===== config.mk =====
export PLATFORM = sky130hd
export DESIGN_NAME = gcd_lcm_unit
export DESIGN_NICKNAME = d
export VERILOG_FILES = /design/src/design/gcl_pkg.sv /design/src/design/gcl_ctrl.sv /design/src/design/gcl_datapath.sv /design/src/design/gcd_lcm_unit.sv
export SDC_FILE = /design/constraint.sdc
export NUM_CORES = 1
export LEC_CHECK = 0
export BUFFER_PORTS_ARGS = -buffer_cell sky130_fd_sc_hd__buf_2
export CAP_MARGIN = 15
export CORE_MARGIN = 5
export CORE_UTILIZATION = 36
export DETAILED_ROUTE_END_ITERATION = 10
export GPL_TIMING_DRIVEN = 0
export HOLD_SLACK_MARGIN = 0.15
export PLACE_DENSITY = 0.53
export SETUP_SLACK_MARGIN = 0.05
export SYNTH_ARGS = -nofsm -noshare
export SYNTH_HDL_FRONTEND = slang
export SYNTH_SLANG_ARGS = --single-unit

===== constraint.sdc =====
create_clock -name clk_i -period 5.1 [get_ports clk_i]
set_input_delay 1.02 -clock clk_i [delete_from_list [all_inputs] [get_ports clk_i]]
set_output_delay 1.02 -clock clk_i [all_outputs]
set_load 0.005 [all_outputs]

===== src/design/gcl_pkg.sv =====
package gcl_pkg;

  // default operand width
  localparam int unsigned GclWidth = 32;

  // commands from the controller to the datapath
  typedef struct packed {
    logic load;       // capture and order the operands
    logic gcd_start;  // start a remainder step: dividend is big, divisor is small
    logic div_step;   // one restoring division bit
    logic swap;       // euclid move: big <= small, small <= remainder
    logic lcm_start;  // start big / gcd division
    logic mul_start;  // clear the accumulator high half
    logic mul_step;   // one shift-add multiply bit
    logic finish;     // register the result and strobe it
  } gcl_cmd_t;

  // status from the datapath to the controller
  typedef struct packed {
    logic small_zero;  // current divisor is zero, euclid is done
    logic special;     // lcm follows without division or multiply
  } gcl_status_t;

endpackage


===== src/design/gcl_ctrl.sv =====
module gcl_ctrl import gcl_pkg::*; #(
  parameter int unsigned WIDTH = GclWidth
) (
  input  logic        clk_i,
  input  logic        rst_ni,
  input  logic        start,
  output logic        busy,
  input  gcl_status_t status_i,
  output gcl_cmd_t    cmd_o
);

  localparam int unsigned CntW = $clog2(WIDTH);
  localparam logic [CntW-1:0] LastStep = CntW'(WIDTH - 1);

  typedef enum logic [2:0] {
    IDLE,
    CHECK,
    GCD_DIV,
    SWAP,
    LCM_DIV,
    MUL_INIT,
    MUL,
    DONE
  } state_e;

  state_e          state_q;
  logic [CntW-1:0] cnt_q;
  logic            last_step;

  assign last_step = (cnt_q == LastStep);
  assign busy      = (state_q != IDLE);

  // state and step counter
  always_ff @(posedge clk_i or negedge rst_ni) begin
    if (!rst_ni) begin
      state_q <= IDLE;
      cnt_q   <= '0;
    end else begin
      case (state_q)
        IDLE: begin
          if (start) begin
            state_q <= CHECK;
          end
        end
        CHECK: begin
          cnt_q <= '0;
          if (!status_i.small_zero) begin
            state_q <= GCD_DIV;
          end else if (status_i.special) begin
            state_q <= DONE;
          end else begin
            state_q <= LCM_DIV;
          end
        end
        GCD_DIV: begin
          cnt_q <= cnt_q + 1'b1;
          if (last_step) begin
            state_q <= SWAP;
          end
        end
        SWAP: begin
          state_q <= CHECK;
        end
        LCM_DIV: begin
          cnt_q <= cnt_q + 1'b1;
          if (last_step) begin
            state_q <= MUL_INIT;
          end
        end
        MUL_INIT: begin
          cnt_q   <= '0;
          state_q <= MUL;
        end
        MUL: begin
          cnt_q <= cnt_q + 1'b1;
          if (last_step) begin
            state_q <= DONE;
          end
        end
        DONE: begin
          state_q <= IDLE;
        end
        default: begin
          state_q <= IDLE;
        end
      endcase
    end
  end

  // command decode
  always_comb begin
    cmd_o = '0;
    case (state_q)
      IDLE:     cmd_o.load = start;
      CHECK: begin
        cmd_o.gcd_start = !status_i.small_zero;
        cmd_o.lcm_start = status_i.small_zero && !status_i.special;
      end
      GCD_DIV:  cmd_o.div_step = 1'b1;
      SWAP:     cmd_o.swap = 1'b1;
      LCM_DIV:  cmd_o.div_step = 1'b1;
      MUL_INIT: cmd_o.mul_start = 1'b1;
      MUL:      cmd_o.mul_step = 1'b1;
      DONE:     cmd_o.finish = 1'b1;
      default:  cmd_o = '0;
    endcase
  end

  // a request moves the controller out of idle
  assert property (@(posedge clk_i) disable iff (!rst_ni)
    (state_q == IDLE && start) |=> (state_q == CHECK))
    else $error("request not taken");

  // step counter starts from zero in every division or multiply
  assert property (@(posedge clk_i) disable iff (!rst_ni)
    (state_q == MUL_INIT) |=> (cnt_q == '0))
    else $error("multiply counter not cleared");

  // at most one datapath command at a time
  assert property (@(posedge clk_i) disable iff (!rst_ni)
    $onehot0(cmd_o))
    else $error("conflicting datapath commands");

endmodule


===== src/design/gcl_datapath.sv =====
module gcl_datapath import gcl_pkg::*; #(
  parameter int unsigned WIDTH = GclWidth
) (
  input  logic             clk_i,
  input  logic             rst_ni,
  input  logic [WIDTH-1:0] operand_a_i,
  input  logic [WIDTH-1:0] operand_b_i,
  input  gcl_cmd_t         cmd_i,
  output gcl_status_t      status_o,
  output logic             done_o,
  output logic [WIDTH-1:0] gcd_value_o,
  output logic [WIDTH-1:0] lcm_value_o,
  output logic             lcm_overflow_o
);

  // ordered operands kept for the whole request
  logic [WIDTH-1:0] big0_q, small0_q;
  logic             equal_q;
  // euclid pair, big holds the gcd at the end
  logic [WIDTH-1:0] big_q, small_q;
  // shared shift pair: remainder / quotient, or product high / low
  logic [WIDTH-1:0] rem_q, quo_q;
  logic             done_q;
  logic [WIDTH-1:0] gcd_q, lcm_q;
  logic             ovf_q;

  logic             a_lt_b;
  logic [WIDTH:0]   shifted;
  logic             ge;
  logic [WIDTH:0]   diff;
  logic [WIDTH:0]   sum;
  logic             small_one;
  logic             prod_ovf;

  assign a_lt_b = (operand_a_i < operand_b_i);

  // restoring division bit
  assign shifted = {rem_q, quo_q[WIDTH-1]};
  assign ge      = (shifted >= {1'b0, small_q});
  assign diff    = shifted - {1'b0, small_q};

  // shift-add multiply bit
  assign sum = {1'b0, rem_q} + (quo_q[0] ? {1'b0, small0_q} : '0);

  assign small_one = (small0_q == WIDTH'(1));
  // product of full width reaching all ones saturates
  assign prod_ovf  = (rem_q != '0) || (quo_q == '1);

  assign status_o.small_zero = (small_q == '0);
  assign status_o.special    = equal_q || (small0_q == '0) || small_one;

  // operand and euclid registers
  always_ff @(posedge clk_i) begin
    if (cmd_i.load) begin
      big0_q   <= a_lt_b ? operand_b_i : operand_a_i;
      small0_q <= a_lt_b ? operand_a_i : operand_b_i;
      big_q    <= a_lt_b ? operand_b_i : operand_a_i;
      small_q  <= a_lt_b ? operand_a_i : operand_b_i;
      equal_q  <= (operand_a_i == operand_b_i);
    end else if (cmd_i.swap) begin
      big_q   <= small_q;
      small_q <= rem_q;
    end else if (cmd_i.lcm_start) begin
      small_q <= big_q;
    end
  end

  // shared division and multiply shift pair
  always_ff @(posedge clk_i) begin
    if (cmd_i.gcd_start) begin
      rem_q <= '0;
      quo_q <= big_q;
    end else if (cmd_i.lcm_start) begin
      rem_q <= '0;
      quo_q <= big0_q;
    end else if (cmd_i.div_step) begin
      rem_q <= ge ? diff[WIDTH-1:0] : shifted[WIDTH-1:0];
      quo_q <= {quo_q[WIDTH-2:0], ge};
    end else if (cmd_i.mul_start) begin
      rem_q <= '0;
    end else if (cmd_i.mul_step) begin
      rem_q <= sum[WIDTH:1];
      quo_q <= {sum[0], quo_q[WIDTH-1:1]};
    end
  end

  // result strobe
  always_ff @(posedge clk_i or negedge rst_ni) begin
    if (!rst_ni) begin
      done_q <= 1'b0;
    end else begin
      done_q <= cmd_i.finish;
    end
  end

  // result registers
  always_ff @(posedge clk_i) begin
    if (cmd_i.finish) begin
      gcd_q <= big_q;
      ovf_q <= 1'b0;
      if (equal_q) begin
        lcm_q <= big0_q;
      end else if (small0_q == '0) begin
        lcm_q <= '0;
      end else if (small_one) begin
        lcm_q <= big0_q;
      end else if (prod_ovf) begin
        lcm_q <= '1;
        ovf_q <= 1'b1;
      end else begin
        lcm_q <= quo_q;
      end
    end
  end

  assign done_o         = done_q;
  assign gcd_value_o    = gcd_q;
  assign lcm_value_o    = lcm_q;
  assign lcm_overflow_o = ovf_q;

  // a remainder stays below its divisor after every division bit
  assert property (@(posedge clk_i) disable iff (!rst_ni)
    ($past(cmd_i.div_step) && small_q != '0 && !$past(cmd_i.load)) |-> (rem_q < small_q))
    else $error("remainder not below divisor");

  // a finished result is shown for a single cycle
  assert property (@(posedge clk_i) disable iff (!rst_ni)
    done_o |=> !done_o)
    else $error("result strobe held");

  // overflow always comes with a saturated multiple
  assert property (@(posedge clk_i) disable iff (!rst_ni)
    (done_o && lcm_overflow_o) |-> (lcm_value_o == '1))
    else $error("overflow without saturation");

endmodule


===== src/design/gcd_lcm_unit.sv =====
// GCD and LCM of two unsigned WIDTH-bit operands. A request is taken when
// start is high and busy is low; busy then stays high until the result is
// ready, and the result appears on gcd_value_o, lcm_value_o and
// lcm_overflow_o for exactly one cycle with done_o high; the receiver cannot
// stall, so capture it in that cycle. A new request may be issued in the
// cycle the result is shown. A request first runs the euclid remainder
// steps, each followed by a swap; when the lcm follows directly (equal
// operands, a zero or a one) the result follows the euclid steps, and
// otherwise the final big / gcd quotient and its product with the smaller
// operand come next. Every remainder and the final big / gcd quotient
// come from one bit-serial divider, and the product from a shift-add multiplier.
// The lcm saturates to all ones with lcm_overflow_o set when the product
// reaches or exceeds all ones.
module gcd_lcm_unit import gcl_pkg::*; #(
  parameter int unsigned WIDTH = GclWidth
) (
  input  logic             clk_i,
  input  logic             rst_ni,
  input  logic             start,
  output logic             busy,
  input  logic [WIDTH-1:0] operand_a_i,
  input  logic [WIDTH-1:0] operand_b_i,
  output logic             done_o,
  output logic [WIDTH-1:0] gcd_value_o,
  output logic [WIDTH-1:0] lcm_value_o,
  output logic             lcm_overflow_o
);

  gcl_cmd_t    cmd;
  gcl_status_t status;

  // sequencer
  gcl_ctrl #(
    .WIDTH(WIDTH)
  ) u_ctrl (
    .clk_i   (clk_i),
    .rst_ni  (rst_ni),
    .start   (start),
    .busy    (busy),
    .status_i(status),
    .cmd_o   (cmd)
  );

  // divider, multiplier and result registers
  gcl_datapath #(
    .WIDTH(WIDTH)
  ) u_datapath (
    .clk_i         (clk_i),
    .rst_ni        (rst_ni),
    .operand_a_i   (operand_a_i),
    .operand_b_i   (operand_b_i),
    .cmd_i         (cmd),
    .status_o      (status),
    .done_o        (done_o),
    .gcd_value_o   (gcd_value_o),
    .lcm_value_o   (lcm_value_o),
    .lcm_overflow_o(lcm_overflow_o)
  );

  // an accepted request makes the block busy
  assert property (@(posedge clk_i) disable iff (!rst_ni)
    (start && !busy) |=> busy)
    else $error("request accepted without going busy");

  // the result comes right as the block leaves busy
  assert property (@(posedge clk_i) disable iff (!rst_ni)
    done_o |-> $fell(busy))
    else $error("result strobe outside the end of a request");

  // a zero gcd only comes from two zero operands, whose multiple is zero
  assert property (@(posedge clk_i) disable iff (!rst_ni)
    (done_o && gcd_value_o == '0) |-> (lcm_value_o == '0 && !lcm_overflow_o))
    else $error("zero gcd with nonzero multiple");

endmodule

==> results.md, run 1 <==
Synth:
- The flip-flop and latch count after synthesis is 267.
- The sequential cell area fraction in the yosys report is 43.8%.
- The number of enable flip-flop cells after synthesis is 226.
- The synthesized net count is 1,972.
- The largest total area in the synthesized netlist belongs to sky130_fd_sc_hd__edfxtp_1.
- The count of warnings emitted by yosys is 0.
- After technology mapping, the gate count stands at 1,805.
- The cell area after technology mapping is 17,500 µm².
- The mean instance size in the synthesized netlist is 9.68 µm².
- The synthesized design devotes to its leading area cell type 38.9% of total area.
- Yosys attributes the largest share of cell area to sky130_fd_sc_hd__edfxtp_1 39%, sky130_fd_sc_hd__ha_1 7.0%, sky130_fd_sc_hd__mux2_4 4.1%.
- The primary flip-flop cell chosen by synthesis mapping is sky130_fd_sc_hd__edfxtp_1.
- Counting distinct cell types in the post-synthesis netlist gives 73.
- The fraction of registers with async set or reset after synthesis is 3.37%.

CTS:
- Once the clock tree was built, the resizer swapped 0 gates to a different size.
- The total CTS buffers is 29.
- The clock reaches the later pin of the worst-skew pair after 560 ps.
- The clock net in this run drives a total of 267 sinks.
- After clock tree synthesis, the clock-pin slew on the worst setup and hold paths is 70 ps.
- The setup fix buffers added after clock tree synthesis is 0.
- In this run, post-CTS hold repair placed 0 buffers.
- CTS built an H-tree with a depth of 1.
- TritonCTS built the clock tree.
- No sink is reached through more buffers than the 3 on the longest clock path.
- The cell at the root of the clock tree is sky130_fd_sc_hd__clkbuf_16.

Worst setup path:
- In this run the critical register-to-register path is launched from u_datapath.small0_q[20]$_DFFE_PP_.
- The endpoint of the worst-slack reg-to-reg timing path is u_datapath.small_q[2]$_DFFE_PP_.
- The critical path goes through nor4_1, nand2_1, nor3_1, or2_1, clkbuf_1, nand2b_1, or2_1, clkbuf_1, buf_1, nand3_2, buf_16.
- In this run the worst path has a maximum fanout of 19.
- The cell family contributing the most delay on the critical path is simple AND/OR/NAND/NOR gates.
- STA puts the critical path data required time at 5410 ps.
- The kind of start point of the critical path is a flop.
- Data on the critical path arrives at its endpoint at 5210 ps.
- The kind of capture point of the worst setup path is a flop.
- The category of the most critical setup path is flop to flop.
- Counting both buffers and inverters, the worst setup path holds a total of 4.
- For the worst flop-to-flop path, the logic depth is 11.
- In this design, the stage delay of the slowest critical-path cell is 610 ps.
- Across all register-to-register paths, the minimum setup slack is 200 ps.
- On the critical path, the stage with the largest delay is an instance of sky130_fd_sc_hd__buf_1.

Global routing:
- Global routing used 31.4% of the available met1 tracks.
- The layer flagged by global routing as most heavily used is met2.
- The global routing usage summed across all routing layers is 21.9%.
- The fraction of met3 tracks used by global routing is 3.40%.
- The number of global-route vias before repair was 14,468.
- The pin count of the biggest net entering global routing is 61.
- The first global-routing pass estimated 90.7 mm of wire.
- The total grt overflow is 0.
- The initial antenna violation count was 0.
- The global routing usage on met2 is 34.6%.

Routing:
- The detailed-route vias per instance is 5.76.
- The total wire length is 60.9 mm.
- The first routing iteration left 1,429 violations.
- The detail route stage leaves a number of antenna-violating nets equal to 0.
- After detailed routing, the average wire length per cell comes to 23.3 µm.
- The DRC violations left is 0.
- The number of optimization iterations in the first detailed-route pass is 5.
- Summing over every cut layer, the via total after detailed routing is 15,056.

Die:
- In this run the vertical extent of the chip is 230 µm.
- The floorplan step set the die width to 230 µm.
- The number of placement rows is 80.
- The starting density of the core is 36.5%.
- Pin placement for this block handled 134 I/O pins.
- The core area is 47,800 µm².
- The total die area is 53,000 µm².

Pwr:
- The analysis attributes to cell leakage a power of 8.41 nW.
- The switching part of the total power is 46.2%.
- The sequential fraction of design power is 31.4%.
- The share of total power in combinational logic is 52.9%.
- The overall power consumption is 14.2 mW.
- The net switching power figure is 6.55 mW.
- Internal power comes to 7.62 mW.
- The power density relative to cell area is 707 nW/µm².
- VDD sags by at most 0.000261 V.
- The part of the total power dissipated in the clock network is 15.8%.

STA:
- The final period demand of the worst path is 4900 ps.
- The worst pin sits at a relative slew slack of 14.1%.
- Setup repair after global routing left no endpoint under its margin.
- The final number of max-transition violations is 0.
- Setup violations remaining at the end of the flow were counted as 0.
- At the pin with the least slew margin, the transition time is 1280 ps.
- The maximum clock frequency is 204 MHz.
- The portion of the clock cycle consumed by the worst path in the final layout is 96.1%.
- The hold violation total from the final report is 0.
- The maximum clock skew at final layout is 16.0 ps.

Run:
- The total of max-cap violations is 0.

Outcome:
- The run finished with clean final reports.

Placed design:
- The count of buffers inserted at the top-level ports is 133.
- The number of placed instances, taps included is 2,558.
- The wire-length estimate of the detail-placed layout is 48.1 mm.
- The weighted congestion at the end of routability-driven global placement is 0.967.

Hold path:
- The class of the tightest hold or removal check is primary input to asynchronous set/reset pin.

Finish:
- The layout-stage area growth over the synthesis result is 14.7%.
- The most common cell after layout, fill and taps aside is sky130_fd_sc_hd__edfxtp_1.
- Excluding fillers, the count of instances in the completed layout stands at 2,612.
- The top cell types in the final layout, fill and taps aside, are 226 x sky130_fd_sc_hd__edfxtp_1, 184 x sky130_fd_sc_hd__nand2_1, 137 x sky130_fd_sc_hd__buf_2, 120 x sky130_fd_sc_hd__a21oi_1, 113 x sky130_fd_sc_hd__nor2_1.
- The share of final-layout standard cells stronger than drive strength 1 is 13.5%.
- At the end of the flow, the number of nets in the layout was 2,141.
-- final cells by class --
| cell class | count | area, µm² |
|---|---|---|
| clock buffers | 31 | 733 |
| clock inverters | 22 | 255 |
| plain buffers | 101 | 418 |
| fillers | 4758 | 27800 |
| well taps | 615 | 769 |
| diodes | 1 | 2.50 |
| inverters | 98 | 368 |
| multi-input cells | 1339 | 9060 |
| flip-flops and latches | 267 | 7650 |
| repair buffers | 138 | 781 |
-- registers in the layout, indices dropped and copies added, names as in the netlist --
signal / cells
u_datapath.small0_q: 32
u_ctrl.state_q: 3
u_datapath.rem_q: 32
u_datapath.big_q: 32
u_ctrl.cnt_q: 5
u_datapath.lcm_overflow_o: 1
u_datapath.done_o: 1
u_datapath.big0_q: 32
u_datapath.equal_q: 1
u_datapath.gcd_value_o: 32
u_datapath.lcm_value_o: 32
u_datapath.quo_q: 32
u_datapath.small_q: 32
-- synth_stat cells (9+ instances only) --
| cell type | count |
|---|---|
| sky130_fd_sc_hd__mux2_4 | 48 |
| sky130_fd_sc_hd__nand4_1 | 36 |
| sky130_fd_sc_hd__o21ai_0 | 98 |
| sky130_fd_sc_hd__mux2_1 | 29 |
| sky130_fd_sc_hd__nand2_1 | 185 |
| sky130_fd_sc_hd__o211ai_1 | 16 |
| sky130_fd_sc_hd__a21o_1 | 76 |
| sky130_fd_sc_hd__dfrtp_1 | 9 |
| sky130_fd_sc_hd__a31oi_1 | 11 |
| sky130_fd_sc_hd__nand3_1 | 60 |
| sky130_fd_sc_hd__nor2b_1 | 11 |
| sky130_fd_sc_hd__o21a_1 | 15 |
| sky130_fd_sc_hd__nor4_1 | 30 |
| sky130_fd_sc_hd__dfxtp_1 | 32 |
| sky130_fd_sc_hd__ha_1 | 98 |
| sky130_fd_sc_hd__a211oi_1 | 12 |
| sky130_fd_sc_hd__a21oi_1 | 121 |
| sky130_fd_sc_hd__xnor2_1 | 27 |
| sky130_fd_sc_hd__o21bai_1 | 11 |
| sky130_fd_sc_hd__a221oi_1 | 11 |
| sky130_fd_sc_hd__xor2_1 | 17 |
| sky130_fd_sc_hd__mux2i_1 | 38 |
| sky130_fd_sc_hd__inv_1 | 96 |
| sky130_fd_sc_hd__nor2_1 | 114 |
| sky130_fd_sc_hd__and2_1 | 33 |
| sky130_fd_sc_hd__edfxtp_1 | 226 |
| sky130_fd_sc_hd__and3_1 | 9 |
| sky130_fd_sc_hd__nand2b_1 | 11 |
| sky130_fd_sc_hd__nor3_1 | 25 |
| sky130_fd_sc_hd__clkbuf_1 | 85 |
| sky130_fd_sc_hd__or3_1 | 9 |
| sky130_fd_sc_hd__o21ai_1 | 87 |
| sky130_fd_sc_hd__mux2_2 | 20 |
-- worst register-to-register path: stages (launching register included) --
cell	delay, ps
sky130_fd_sc_hd__edfxtp_1	470
sky130_fd_sc_hd__nor4_1	480
sky130_fd_sc_hd__nand2_1	210
sky130_fd_sc_hd__nor3_1	370
sky130_fd_sc_hd__or2_1	160
sky130_fd_sc_hd__clkbuf_1	500
sky130_fd_sc_hd__nand2b_1	220
sky130_fd_sc_hd__or2_1	110
sky130_fd_sc_hd__clkbuf_1	550
sky130_fd_sc_hd__buf_1	620
sky130_fd_sc_hd__nand3_2	590
sky130_fd_sc_hd__buf_16	360
-- cell families after synthesis --
family / count (synthesis) / share of synthesized area, %
AO/OA/AOI/OAI: 515 / 18.0
flip-flops: 267 / 43.8
multiplexers: 135 / 9.46
adder cells (fa/ha/maj): 100 / 7.25
XOR/XNOR: 44 / 2.21
buffers and inverters: 199 / 4.48
AND/OR/NAND/NOR: 545 / 14.8
-- through the flow --
step	hold slack, ps	worst slack [ps]	TNS (ps)	cell area [µm²]	util [%]
floorplan	450	886	0	17500	-
global placement	536	-845	-129660	18900	39.5
detailed placement	525	271	0	19000	39.8
CTS	283	266	0	20000	41.9
global route	312	80.8	0	20000	41.9
finish	304	200	0	20000	41.9
-- how the worst max path moves through the flow --
stage,slack (ps),start,depth (start not counted),to
after detailed placement,270,u_datapath.small0_q[16]$_DFFE_PP_,11,u_datapath.small_q[0]$_DFFE_PP_
after floorplan,890,start,5,u_datapath.big0_q[0]$_DFFE_PP_
after global routing,80,u_datapath.small0_q[16]$_DFFE_PP_,11,u_datapath.small_q[2]$_DFFE_PP_
after CTS,270,u_datapath.small0_q[16]$_DFFE_PP_,11,u_datapath.small_q[18]$_DFFE_PP_
final,200,u_datapath.small0_q[20]$_DFFE_PP_,11,u_datapath.small_q[2]$_DFFE_PP_
after global placement,-850,start,6,u_datapath.equal_q$_DFFE_PP_
-- per-layer routing --
layer  vias up  part of all wire [%]
li1       7008                     -
met1      7365                    46
met2       575                    45
met3       108                   6.2
met4         0                   3.3
met5         -                     0
-- power groups by stage --
stage / Combinational [mW] / Sequential [mW] / Clock (mW)
finish: 7.49 / 4.45 / 2.23
floorplan: 5.40 / 3.92 / 0
global route: 8.20 / 4.48 / 2.35
CTS: 7.38 / 4.43 / 2.27
global placement: 7.14 / 4.53 / 0
detailed placement: 7.33 / 4.47 / 0
Note: power is estimated with default switching activity, not from simulation.
==> run 2: changes to the inputs <==
--- a/config.mk
+++ b/config.mk
@@ -8,12 +8,13 @@
 export BUFFER_PORTS_ARGS = -buffer_cell sky130_fd_sc_hd__buf_2
 export CAP_MARGIN = 15
 export CORE_MARGIN = 5
-export CORE_UTILIZATION = 36
+export CORE_UTILIZATION = 55
 export DETAILED_ROUTE_END_ITERATION = 10
 export GPL_TIMING_DRIVEN = 0
 export HOLD_SLACK_MARGIN = 0.15
-export PLACE_DENSITY = 0.53
+export PLACE_DENSITY = 0.75
 export SETUP_SLACK_MARGIN = 0.05
 export SYNTH_ARGS = -nofsm -noshare
 export SYNTH_HDL_FRONTEND = slang
 export SYNTH_SLANG_ARGS = --single-unit
+export TNS_END_PERCENT = 5
==> run 2 against run 1 <==
  * Clock power shrank 8%
  * Critical path depth shrank 1
  * Via count is 2.1% higher
  * Largest power group unchanged
  * Critical path type unchanged
  * Highest routed layer is now met5
  * Design area is 1.9% lower
  * Hold slack improved by 3.3 ps
  * Worst setup slack improved by 32 ps
  * First-iteration DRC count up 16%
==> results.md, run 2 (same netlist as run 1, synthesis figures left out) <==
Die:
- The count of boundary I/O pins is 134.
- The overall die width is 188 µm.
- The die extent in y is 188 µm.
- In this run the standard cell core region covers 31,500 µm².
- The starting density of the core is 55.5%.
- The die covers 35,400 µm².
- The number of placement rows is 65.

CTS:
- Clock tree synthesis inserted a total of 28 buffers.
- The clock tree from TritonCTS is yes.
- The cell at the root of the clock tree is sky130_fd_sc_hd__clkbuf_16.
- The register clock-pin slew on the reported worst setup and hold paths is 70 ps.
- The clock latency at the later pin of the worst-skew pair is 560 ps.
- The number of clock sinks is 267.
- The number of buffers between clock root and the deepest sink is 3.
- In this run the number of H-tree levels came out at 1.

Placed design:
- In this run the cell area measured after placement is 18,700 µm².
- The count of buffers inserted at the top-level ports is 133.
- After detailed placement, the design holds a cell count of 2,344.
- At the end of routability-driven placement, the weighted congestion stood at 0.961.
- The HPWL after detailed placement is 44.5 mm.
- The worst-case setup slack after placement is 81.0 ps.

Finish:
- The layout-stage area growth over the synthesis result is 12.5%.
- The share of final-layout standard cells stronger than drive strength 1 is 13.2%.
- The most common cell after layout, fill and taps aside is sky130_fd_sc_hd__edfxtp_1.
- Leaving out fill and tap cells, the most frequent cells in the layout are 226 x sky130_fd_sc_hd__edfxtp_1, 184 x sky130_fd_sc_hd__nand2_1, 137 x sky130_fd_sc_hd__buf_2, 121 x sky130_fd_sc_hd__a21oi_1, 113 x sky130_fd_sc_hd__nor2_1.
- Summing all non-filler instances in the final layout gives an area of 19,700 µm².
- The final cell utilization of the core is 62.4%.
- 0 antenna diodes ended up in the layout.
- The final-stage net count is 2,139.
- The non-filler instance count after layout is 2,395.

Routing:
- The total wire length is 56.7 mm.
- The remaining antenna violation count is 0.
- After detailed routing, the number of vias per cell comes to 6.42.
- The total via count in the routed design is 15,366.
- The number of DRC violations after detailed-routing iteration 0 is 1,662.
- The number of optimization iterations in the first detailed-route pass is 6.
- Dividing the detail-routed wire length by the instance count gives 23.7 µm.
- The DRC violations left is 0.

STA:
- The hold violation total from the final report is 0.
- In the final timing run, aggregate negative setup slack is 0 ps.
- The slew at the pin closest to its max-slew limit is 1280 ps.
- In the finished design, the share of the clock period the worst path needs comes to 95.5%.
- In this run the tightest slew margin relative to its limit is 13.7%.
- On the final layout, the worst hold slack is 307 ps.
- Static timing analysis puts the maximum clock frequency at 205 MHz.
- Setup repair after global routing left no endpoint under its margin.
- The final number of max-transition violations came to 0.
- The count of endpoints failing setup in the final report is 0.
- The final period demand of the worst path is 4870 ps.
- The clock arrives with 17.9 ps of skew.
- In the post-route analysis, the smallest setup slack over all paths is 232 ps.

Pwr:
- The share of total power dissipated in the clock network is 14.8%.
- Power spread over the standard cell area amounts to 707 nW/µm².
- Summed over all nets, the switching power comes to 6.44 mW.
- IR analysis of the VDD net gives a maximum drop of 0.000358 V.
- Of the total power, the share spent switching nets is 46.4%.
- In this run, the combinational gates consume 53.4% of the power.
- The sequential fraction of design power is 31.7%.
- The internal portion of the total power is 7.45 mW.
- After layout, the design draws a total of 13.9 mW.
- For this design the static power due to leakage is 8.35 nW.

Worst setup path:
- Of all nets on the critical path, the largest fanout is 32.
- Data on the critical path arrives at its endpoint at 4990 ps.
- The required time at the worst-slack endpoint is 5220 ps.
- The kind of capture point of the worst setup path is a flop.
- The setup slack on the worst flop-to-flop path is 230 ps.
- The kind of start point of the critical path is a flop.
- The category of the most critical setup path is flop to flop.

Global routing:
- The initial antenna violation count was 2.
- The number of global-route vias before repair is 14,593.
- The total grt overflow is 0.
- Entering global routing, the biggest net connects 57 pins.
- Global routing used 30.7% of the available tracks across all layers.
- The first global-routing pass estimated 85.2 mm of wire.

Hold path:
- The class of the tightest hold or removal check is primary input to asynchronous set/reset pin.

Outcome:
- The flow ran to the end, and the final reports show no timing, DRC or antenna violations.

Run:
- Across the run, the number of max-cap violations was 0.
-- run 2: changes by cell type in the layout (fill, tap and decap cells not counted), moves of 2 or more --
cell	change
sky130_fd_sc_hd__clkinv_1	-2
sky130_fd_sc_hd__bufinv_16	-3
sky130_fd_sc_hd__clkbuf_1	+4
sky130_fd_sc_hd__clkinv_2	-2
-- run 2: critical path: stages, from the launching register on --
cell and delay (ps):
sky130_fd_sc_hd__edfxtp_1 420, sky130_fd_sc_hd__nor4_1 540, sky130_fd_sc_hd__nand4_1 200, sky130_fd_sc_hd__nor3_1 520, sky130_fd_sc_hd__or2_1 170, sky130_fd_sc_hd__clkbuf_1 510, sky130_fd_sc_hd__nand2b_1 210, sky130_fd_sc_hd__or2_1 110
sky130_fd_sc_hd__clkbuf_1 550, sky130_fd_sc_hd__buf_1 600, sky130_fd_sc_hd__nand3_4 600
-- run 2: timing repair --
action / CTS / global route
setup buffers: 0 / 0
setup endpoints to repair: 0 / 32
resized for setup: 0 / 1
hold buffers: 0 / 0
-- run 2: layout make-up --
type | instances | area [µm²]
plain buffers | 101 | 418
clock buffers | 35 | 748
clock inverters | 16 | 155
fillers | 2639 | 11800
inverters | 98 | 368
multi-input cells | 1339 | 9060
flip-flops and latches | 267 | 7650
well taps | 402 | 503
repair buffers | 137 | 744
-- run 2: path summary, 6_finish.rpt --
kind	start	endpoint	cells after the start
max reg2reg	u_datapath.small0_q[5]$_DFFE_PP_	u_datapath.small_q[2]$_DFFE_PP_	10
min reg2reg	u_datapath.big_q[6]$_DFFE_PP_	u_datapath.gcd_value_o[6]$_DFFE_PP_	0
max in group asynchronous	rst_ni	u_ctrl.state_q[0]$_DFFE_PN0P_	1
max	u_datapath.small0_q[5]$_DFFE_PP_	u_datapath.small_q[2]$_DFFE_PP_	10
min	rst_ni	u_ctrl.cnt_q[2]$_DFFE_PN0P_	1
min in group clk_i	u_datapath.big_q[6]$_DFFE_PP_	u_datapath.gcd_value_o[6]$_DFFE_PP_	0
-- run 2: power groups by stage --
stage               Combinational (mW)  Sequential [mW]  Clock (mW)
CTS                               7.27             4.37        2.07
finish                            7.43             4.41        2.06
global route                      8.11             4.43        2.17
global placement                  7.00             4.46           0
detailed placement                7.22             4.41           0
floorplan                         5.40             3.92           0
-- run 2: metal layers --
metal / global-route usage (%) / routed length, µm / vias up / part of all wire [%]
li1: - / - / 7006 / -
met1: 42.2 / 23000 / 7304 / 41
met2: 49.5 / 25700 / 900 / 45
met3: 4.91 / 5330 / 154 / 9.4
met4: 11.7 / 2620 / 2 / 4.6
met5: 0 / 13 / - / 0.023
